**src/hdl/sflt_pkg.sv**
```systemverilog
// Shared types and codes for the spliced-frame transform.
// Beat payload structs, opcode and sweep-mode codes, controller/datapath command and status.
// No dependencies.
`default_nettype none

package sflt_pkg;

    typedef enum logic [1:0] {
        OP_LOAD = 2'd0,
        OP_ELEM = 2'd1,
        OP_END  = 2'd2
    } op_t;

    typedef enum logic [1:0] {
        SW_FILL = 2'd0,
        SW_STG  = 2'd1,
        SW_DUP  = 2'd2,
        SW_MAC  = 2'd3
    } mode_t;

    localparam logic REG_ROWS  = 1'b0;
    localparam logic REG_SHIFT = 1'b1;

    localparam logic [6:0] ROWS_RESET  = 7'd40;
    localparam logic [4:0] SHIFT_RESET = 5'd14;

    typedef struct packed {
        logic [1:0]         opcode;
        logic [13:0]        coef_addr;
        logic signed [15:0] coef_value;
        logic signed [15:0] sample;
        logic               last_in_frame;
        logic               end_hint;
    } item_t;

    typedef struct packed {
        logic signed [31:0] value;
        logic [5:0]         row_index;
        logic               last;
        logic               drained;
    } result_t;

    typedef struct packed {
        logic  coef_we;
        logic  elem_we;
        logic  pos_clear;
        logic  advance;
        logic  sweep_go;
        mode_t sweep_mode;
        logic  row_clear;
        logic  load_out;
        logic  load_drain;
    } cmd_t;

    typedef struct packed {
        logic sweep_busy;
        logic res_valid;
        logic out_free;
        logic last_row;
    } sts_t;

endpackage

`default_nettype wire

```
**src/hdl/sflt_ctrl.sv**
```systemverilog
// Controller state machine: input handshake, frame count, sweep and row sequencing.
// Depends on sflt_pkg.
`default_nettype none

module sflt_ctrl #(
    parameter int WIN = 4
) (
    input  wire logic            clk,
    input  wire logic            rst_n,
    input  wire logic            item_valid,
    output logic                 item_stall,
    input  wire sflt_pkg::item_t item,
    input  wire sflt_pkg::sts_t  sts,
    output sflt_pkg::cmd_t       cmd
);

    localparam int NSLOT = 2 * WIN + 1;
    localparam int FW    = $clog2(NSLOT + 1);

    typedef enum logic [4:0] {
        ST_IDLE     = 5'b00001,
        ST_COPY     = 5'b00010,
        ST_ROW_GO   = 5'b00100,
        ST_ROW_WAIT = 5'b01000,
        ST_DRAIN    = 5'b10000
    } state_t;

    state_t         state_reg, state_next;
    logic [FW-1:0]  fh_reg, fh_next;
    logic           go_mac_reg, go_mac_next;
    logic           accept;
    logic [FW-1:0]  fh_inc;
    logic           emit_frame;
    logic           drop_frame;

    assign item_stall = (state_reg != ST_IDLE);
    assign accept     = item_valid && (state_reg == ST_IDLE);

    assign fh_inc     = (fh_reg == FW'(NSLOT)) ? fh_reg : fh_reg + 1'b1;
    assign emit_frame = (fh_inc > FW'(WIN));
    assign drop_frame = emit_frame && ((fh_inc == FW'(NSLOT)) || item.end_hint);

    always_comb
    begin
        state_next     = state_reg;
        fh_next        = fh_reg;
        go_mac_next    = go_mac_reg;
        cmd            = '0;
        cmd.sweep_mode = sflt_pkg::SW_MAC;
        unique case (state_reg)
            ST_IDLE:
            begin
                if (accept)
                begin
                    case (sflt_pkg::op_t'(item.opcode))
                        sflt_pkg::OP_LOAD:
                        begin
                            cmd.coef_we = 1'b1;
                        end
                        sflt_pkg::OP_ELEM:
                        begin
                            cmd.elem_we = 1'b1;
                            if (item.last_in_frame)
                            begin
                                cmd.pos_clear = 1'b1;
                                cmd.sweep_go  = 1'b1;
                                if (fh_reg != '0)
                                begin
                                    cmd.advance    = 1'b1;
                                    cmd.sweep_mode = sflt_pkg::SW_STG;
                                end
                                else
                                begin
                                    cmd.sweep_mode = sflt_pkg::SW_FILL;
                                end
                                fh_next     = drop_frame ? fh_inc - 1'b1 : fh_inc;
                                go_mac_next = emit_frame;
                                state_next  = ST_COPY;
                            end
                        end
                        sflt_pkg::OP_END:
                        begin
                            cmd.pos_clear = 1'b1;
                            if (fh_reg <= FW'(WIN))
                            begin
                                fh_next    = '0;
                                state_next = ST_DRAIN;
                            end
                            else
                            begin
                                cmd.advance    = 1'b1;
                                cmd.sweep_go   = 1'b1;
                                cmd.sweep_mode = sflt_pkg::SW_DUP;
                                fh_next        = fh_reg - 1'b1;
                                go_mac_next    = 1'b1;
                                state_next     = ST_COPY;
                            end
                        end
                        default:
                        begin
                            state_next = ST_IDLE;
                        end
                    endcase
                end
            end
            ST_COPY:
            begin
                if (!sts.sweep_busy)
                begin
                    if (go_mac_reg)
                    begin
                        cmd.row_clear = 1'b1;
                        state_next    = ST_ROW_GO;
                    end
                    else
                    begin
                        state_next = ST_IDLE;
                    end
                end
            end
            ST_ROW_GO:
            begin
                cmd.sweep_go   = 1'b1;
                cmd.sweep_mode = sflt_pkg::SW_MAC;
                state_next     = ST_ROW_WAIT;
            end
            ST_ROW_WAIT:
            begin
                if (sts.res_valid && sts.out_free)
                begin
                    cmd.load_out = 1'b1;
                    state_next   = sts.last_row ? ST_IDLE : ST_ROW_GO;
                end
            end
            ST_DRAIN:
            begin
                if (sts.out_free)
                begin
                    cmd.load_drain = 1'b1;
                    state_next     = ST_IDLE;
                end
            end
            default:
            begin
                state_next = ST_IDLE;
            end
        endcase
    end

    always_ff @(posedge clk or negedge rst_n)
    begin
        if (!rst_n)
        begin
            state_reg  <= ST_IDLE;
            fh_reg     <= '0;
            go_mac_reg <= 1'b0;
        end
        else
        begin
            state_reg  <= state_next;
            fh_reg     <= fh_next;
            go_mac_reg <= go_mac_next;
        end
    end

endmodule

`default_nettype wire

```
**config.mk**
```make
export PLATFORM = sky130hd
export DESIGN_NAME = sflt_ctrl
export DESIGN_NICKNAME = d
export VERILOG_FILES = /design/src/hdl/sflt_pkg.sv /design/src/hdl/sflt_ctrl.sv
export SDC_FILE = /design/constraint.sdc
export NUM_CORES = 1
export LEC_CHECK = 0
export BUFFER_PORTS_ARGS = -buffer_cell sky130_fd_sc_hd__buf_2
export CAP_MARGIN = 20
export CORE_UTILIZATION = 47
export CTS_BUF_LIST = sky130_fd_sc_hd__clkbuf_2
export DETAILED_ROUTE_END_ITERATION = 8
export GPL_ROUTABILITY_DRIVEN = 1
export PLACE_DENSITY = 0.95
export SLEW_MARGIN = 10
export SYNTH_ARGS = -nofsm -noshare
export SYNTH_HDL_FRONTEND = slang
export SYNTH_SLANG_ARGS = --single-unit
```
**constraint.sdc**
```tcl
create_clock -name clk -period 4.8 [get_ports clk]
set_input_delay 0.72 -clock clk [delete_from_list [all_inputs] [get_ports clk]]
set_output_delay 0.72 -clock clk [all_outputs]
set_load 0.01 [all_outputs]
```
==> results of run 1 <==
==> worst max-delay path by stage <==
stage                   start  endpoint  slack (ns)  depth (start not counted)
floorplan            item[48]    cmd[6]        2.44                          5
global placement    fh_reg[0]    cmd[6]        2.17                          8
detailed placement   item[48]    cmd[6]        2.09                          7
CTS                 fh_reg[0]    cmd[6]        1.77                          8
global route        fh_reg[0]    cmd[6]        1.59                          8
finish              fh_reg[0]    cmd[6]        1.76                          8
==> worst max-delay path: stages, from the launching register on <==
cell and delay (ns):
dfrtp_1 0.57, inv_1 0.19, ha_1 0.28, inv_1 0.06, a21oi_1 0.07, nand2b_1 0.24
a21oi_1 0.26, a21boi_0 0.23, buf_2 0.16
==> metal layers <==
| layer | routed length, um | track usage | vias up |
|---|---|---|---|
| li1 | - | - | 536 |
| met1 | 1080 | 0.268 | 518 |
| met2 | 1350 | 0.389 | 35 |
| met3 | 116 | 0.0586 | 2 |
| met4 | 17 | 0.0571 | 0 |
| met5 | 0 | 0 | - |
==> power breakdown <==
part           total (W)  internal [W]  switching (W)
sequential      0.000158      0.000111      0.0000474
combinational   0.000316      0.000141       0.000175
clock          0.0000497     0.0000181      0.0000316
total           0.000524      0.000270       0.000254
==> layout make-up <==
class / count / area share
Sequential cell: 10 / 0.207
Clock buffer: 3 / 0.0124
Clock inverter: 1 / 0.00309
Multi-Input combinational cell: 114 / 0.637
Timing Repair Buffer: 21 / 0.0865
Tap cell: 28 / 0.0288
Inverter: 8 / 0.0247
==> cell usage after synthesis, types with 2 or more instances <==
| cell | count | area, um2 |
|---|---|---|
| nor3_1 | 4 | 20.0 |
| and3_1 | 3 | 18.8 |
| nor2b_1 | 6 | 37.5 |
| o211ai_1 | 3 | 22.5 |
| a21oi_2 | 2 | 17.5 |
| o32a_1 | 2 | 20.0 |
| dfrtp_1 | 9 | 225 |
| nand2b_1 | 3 | 18.8 |
| o21ai_0 | 5 | 25.0 |
| nand3_1 | 9 | 45.0 |
| nor2_1 | 8 | 30.0 |
| ha_1 | 9 | 113 |
| a21oi_1 | 14 | 70.1 |
| buf_4 | 2 | 15.0 |
| o32ai_1 | 2 | 17.5 |
| a21o_1 | 2 | 15.0 |
| nand3_2 | 3 | 30.0 |
| nand2_1 | 13 | 48.8 |
| inv_1 | 7 | 26.3 |
==> metrics by stage <==
step / cell area [um2] / setup WS (ns)
floorplan: 1080 / 2.44
global placement: 1200 / 2.17
detailed placement: 1200 / 2.09
CTS: 1210 / 1.77
global route: 1210 / 1.59
finish: 1210 / 1.76
==> cell families (layout without fill, tap and decap cells) <==
kind of cell	after synthesis	count (layout)	synth area share
buffers and inverters	11	33	0.0520
AO/OA/AOI/OAI	40	40	0.253
XOR/XNOR	2	2	0.0231
AND/OR/NAND/NOR	63	63	0.335
adder cells (fa/ha/maj)	9	9	0.104
flip-flops	10	10	0.232
==> cells in the final DEF, fill, tap and decap left out, drive strengths merged, types with 3 or more instances in the layout <==
cell / instances
dfrtp: 9
buf: 21
nand2: 13
nor3: 5
and3: 3
ha: 9
o21ai: 7
nand3: 12
nor2b: 7
a21oi: 16
nor2: 9
nand2b: 3
inv: 8
o211ai: 3
clkbuf: 3
==> reports/results.ini, run 1 <==
[outcome]
status=complete, no violations

[clock_network]
clk_pin_slew_ns=0.11
cts-root-buf=clkbuf_2
postCtsSetupBuffers=0
cts_hold_buf=0
clock_tree.buffer_depth=2
cts_resized=0
cts_tree=built
htreeDepth=1
worstSkewPairLatency_ns=0.26
clock-sinks=10
cts_buffers=3

[finish]
fin_util=0.555
syn2layout_area_growth_pct=12.3
largest_reg_flops=5
seq_area_um2=251
stdcell_count=185
final_nets=224
multiInputGateArea_um2=774
drive_above_1_share=0.248
fillers=201
n_antenna_cell=0

[placed_design]
dpl.hpwl_mm=2.04
routabilityCongestion=0.859
placed_cells=181
portBuffers=21

[global_route]
grt_usage=0.223
grt_pass1_vias=1043
grt_max_degree=12
antenna_found_initial=0
grt_overflow=0
grt_pass1_wl_mm=4.33

[drt]
via_per_inst=5.90
drc=0
drtPass1Iterations=4
first_iter_violations=33
vias=1091
avgRoutedWirePerCell_um=13.9
drt.antenna.violating_nets=0
drt-total-wl_mm=2.57

[critical_path]
endpoint_kind=output pin
critPathKind=register to output pin
worst_r2r_path_depth=8
cp.required_ns=4.08
r2r-start=fh_reg[0]
crit_fanout=11
start_kind=register
crit-reg2reg-capture=fh_reg[1]
worstPathArrival_ns=2.32
rrSetupSlack_ns=2.45

[sta]
whs_ns=0.293
setup_violations=0
tns_ns=0
rsz0062_at_grt=false
period_needed_ns=3.04
finClkSkew_ns=0.00605
fmax_ghz=0.328
fin_crit_sh=0.634
hold_viol_final=0
final_max_slew_viol_count=0
tightest_slew_ns=0.444
slew_headroom=0.701

[floorplanning]
top_level_ports=68
die_area_mm2=0.00250
num_rows=17
initial_core_util=0.494
die_w_um=50.0
core_area_mm2=0.00219
die_y_um=50.0

[synthesis]
synthesis.nets=201
ys_types=48
synthArstFlopShare=1.00
synthFlopType=dfrtp_1
syn-cell-area_mm2=0.00108
synth_edf_count=0
yosysSeqAreaShare=0.232
ys.warnings.count=0
netlist_instances=135
syn_area_per_cell_um2=8.02
ys_ff_latch=10

[power_and_ir_drop]
p_leak_nw=0.576
ir_drop_mv=0.309
p_per_area_mw_per_mm2=431
finalPower_w=0.000524

[min_path]
hold_class=input port to async pin

[flow_run]
cap_violations=0

Note: power is estimated with default switching activity, not from simulation.
==> run 2, diff against run 1 <==
ABC_AREA = 1   (was unset)
CORE_UTILIZATION = 44   (was 47)
PLACE_DENSITY = 0.91   (was 0.95)
clock period = 3 ns   (was 4.8 ns; I/O delays follow)
==> run 2 against run 1 <==
  * Clock power rose by 56%
  * Core utilization fell by 0.50 points
  * Clock skew rose by 0.0045 ns
  * Register-to-register slack worse by 1.6 ns
  * Combinational power is 140% higher
  * Critical path depth did not move
  * Synthesized cell count up 17%
==> reports/results.ini, run 2 <==
[outcome]
status=complete, no violations  ; unchanged

[sta]
slew_headroom=0.792  ; was 0.701
period_needed_ns=2.37
fmax_ghz=0.422
tns_ns=0  ; unchanged
fin_crit_sh=0.789
rsz0062_at_grt=false  ; unchanged
hold_viol_final=0  ; unchanged
whs_ns=0.0447  ; was 0.293 ns
final_max_slew_viol_count=0  ; unchanged
tightest_slew_ns=0.313  ; was 0.444 ns
setup_violations=0  ; unchanged
finClkSkew_ns=0.0105  ; was 0.00605 ns

[clock_network]
cts_resized=0  ; unchanged
cts-root-buf=clkbuf_2  ; unchanged
clk_pin_slew_ns=0.10  ; was 0.11 ns
postCtsSetupBuffers=0  ; unchanged
cts_tree=built  ; unchanged
clock_tree.buffer_depth=2  ; unchanged
htreeDepth=1  ; unchanged
cts_hold_buf=0  ; unchanged
clock-sinks=10  ; unchanged
worstSkewPairLatency_ns=0.24  ; was 0.26 ns
cts_buffers=3  ; unchanged

[synthesis]
ys.warnings.count=0  ; unchanged
ys_types=32  ; was 48
synthTopCellsByArea=dfrtp_1, nand2_1, ha_1  ; was dfrtp_1, ha_1, a21oi_1
syn-cell-area_mm2=0.00111  ; was 0.00108 mm2
synthDominantCellAreaShare=0.202  ; was 0.208
netlist_instances=158  ; was 135
synthFlopType=dfrtp_1  ; unchanged
synthArstFlopShare=1.00  ; unchanged
synth_top_area_cell=dfrtp_1  ; unchanged
post-synth-top-count-cell=nand2_1  ; was a21oi_1
ys_ff_latch=10  ; unchanged
synthesis.nets=224  ; was 201
yosysSeqAreaShare=0.226  ; was 0.232
syn_area_per_cell_um2=7.05  ; was 8.02 um2
synth_edf_count=0  ; unchanged
netlist_top_cells_count=nand2_1, inv_1, nand3_1, nor2_1, a21oi_1  ; was a21oi_1, nand2_1, dfrtp_1, ha_1, nand3_1

[critical_path]
path_cells=inv_1, ha_1, o21ai_0, nand2_1, nand2_1, nand3_1, nor2_1, buf_2  ; was inv_1, ha_1, inv_1, a21oi_1, nand2b_1, a21oi_1, a21boi_0, buf_2
max_stage_delay_ns=0.52  ; was 0.57 ns
cp.required_ns=2.55  ; was 4.08 ns
worstPathArrival_ns=1.92  ; was 2.32 ns
rrSetupSlack_ns=0.90  ; was 2.45 ns
start_kind=register  ; unchanged
worst_r2r_path_depth=11  ; was 8
critPathKind=register to output pin  ; unchanged
cp_slowest_cell=dfrtp_1  ; unchanged
crit_top_cell=nand2_1
crit-reg2reg-capture=fh_reg[1]  ; unchanged
r2r-start=fh_reg[1]  ; was fh_reg[0]
endpoint_kind=output pin  ; unchanged
crit_fanout=7  ; was 11

[global_route]
grt_pass1_vias=974  ; was 1043
grt_pass1_wl_mm=4.07  ; was 4.33 mm
grt_overflow=0  ; unchanged
grt_usage=0.195  ; was 0.223
antenna_found_initial=0  ; unchanged
grt_max_degree=11  ; was 12

[placed_design]
dpl.hpwl_mm=1.96  ; was 2.04 mm
place_area_mm2=0.00124  ; was 0.00120 mm2
portBuffers=21  ; unchanged
routabilityCongestion=0.863  ; was 0.859
placed_cells=206  ; was 181

[floorplanning]
die_w_um=52.3  ; was 50.0 um
num_rows=17  ; unchanged
die_y_um=52.3  ; was 50.0 um
initial_core_util=0.485  ; was 0.494
core_area_mm2=0.00230  ; was 0.00219 mm2
top_level_ports=68  ; unchanged
die_area_mm2=0.00274  ; was 0.00250 mm2

[power_and_ir_drop]
p_leak_nw=0.729  ; was 0.576 nW
p_per_area_mw_per_mm2=878  ; was 431 mW/mm2
ir_drop_mv=0.467  ; was 0.309 mV

[drt]
vias=1082  ; was 1091
drtPass1Iterations=4  ; unchanged
via_per_inst=5.15  ; was 5.90
drt-total-wl_mm=2.38  ; was 2.57 mm
drt.antenna.violating_nets=0  ; unchanged
avgRoutedWirePerCell_um=11.4  ; was 13.9 um
first_iter_violations=31  ; was 33
drc=0  ; unchanged

[finish]
mostFrequentLayoutCells=nand2_1, inv_1, buf_2  ; was buf_2, a21oi_1, nand2_1
n_antenna_cell=0  ; unchanged
stdcell_count=210  ; was 185
fin_util=0.550  ; was 0.555
final_nets=249  ; was 224
fillers=239  ; was 201
syn2layout_area_growth_pct=13.4  ; was 12.3%
largest_reg_flops=5  ; unchanged
final_area_mm2=0.00126  ; was 0.00121 mm2
drive_above_1_share=0.269  ; was 0.248
final_common_cell=nand2_1  ; was buf_2

[flow_run]
cap_violations=0  ; unchanged

[min_path]
hold_class=input port to async pin  ; unchanged

==> run 2: cell types whose count changed after synthesis, moves of 4 or more <==
cell / change
a21oi_1: -4
inv_1: +22
nand2_1: +18
nand3_1: +5
nor2_1: +4
nor2b_1: -6
==> run 2: critical path: cells and delay by family, from the launching register on <==
kind | cells | cell delay (ns)
simple gates | 4 | 0.40
flops | 1 | 0.52
compound gates | 1 | 0.21
buf+inv | 2 | 0.31
fa+ha+maj | 1 | 0.25
==> run 2: through the flow <==
stage | setup slack, ns | power [W]
2_1_floorplan | 1.17 | 0.000882
3_3_place_gp | 0.938 | 0.000997
3_5_place_dp | 0.906 | 0.00102
4_1_cts | 0.630 | 0.00110
5_1_grt | 0.469 | 0.00123
6_report | 0.632 | 0.00111
==> run 2: logic make-up (layout without fill, tap and decap cells) <==
| family | Yosys count | in the layout | synth area share |
|---|---|---|---|
| fa+ha+maj | 9 | 9 | 0.101 |
| compound gates | 20 | 20 | 0.107 |
| simple gates | 82 | 82 | 0.419 |
| buf+inv | 35 | 59 | 0.131 |
| flops | 10 | 10 | 0.226 |
| xor+xnor | 2 | 2 | 0.0157 |
==> run 2: area by class of cell <==
class                           instances  area [um2]  share of cell area
Timing Repair Buffer                   21         105              0.0833
Tap cell                               28        35.0              0.0278
Sequential cell                        10         251               0.199
Clock buffer                            4        20.0              0.0159
Inverter                               34         135               0.107
Multi-Input combinational cell        113         716               0.567
==> run 2: how the worst max path moves through the flow <==
| stage | startpoint | to |
|---|---|---|
| after floorplan | fh_reg[0] | cmd[6] |
| after global placement | fh_reg[0] | cmd[6] |
| after detailed placement | fh_reg[1] | fh_reg[0] |
| after CTS | fh_reg[0] | cmd[6] |
| after global routing | fh_reg[0] | cmd[6] |
| final | fh_reg[0] | cmd[6] |
==> run 2: power by group <==
group | total [W] | switching [W] | internal [W] | leakage, nW
clock network | 0.0000774 | 0.0000420 | 0.0000354 | 0.0166
logic | 0.000760 | 0.000486 | 0.000274 | 0.592
registers | 0.000271 | 0.0000828 | 0.000188 | 0.121
total | 0.00111 | 0.000610 | 0.000498 | 0.729
==> run 2: routing by layer <==
metal	vias to the layer above	part of all wire	GRT usage	wire length (um)
li1	559	-	-	-
met1	480	0.46	0.255	1090
met2	41	0.49	0.346	1170
met3	2	0.047	0.0174	112
met4	0	0.0055	0.0395	13
met5	-	0	0	0
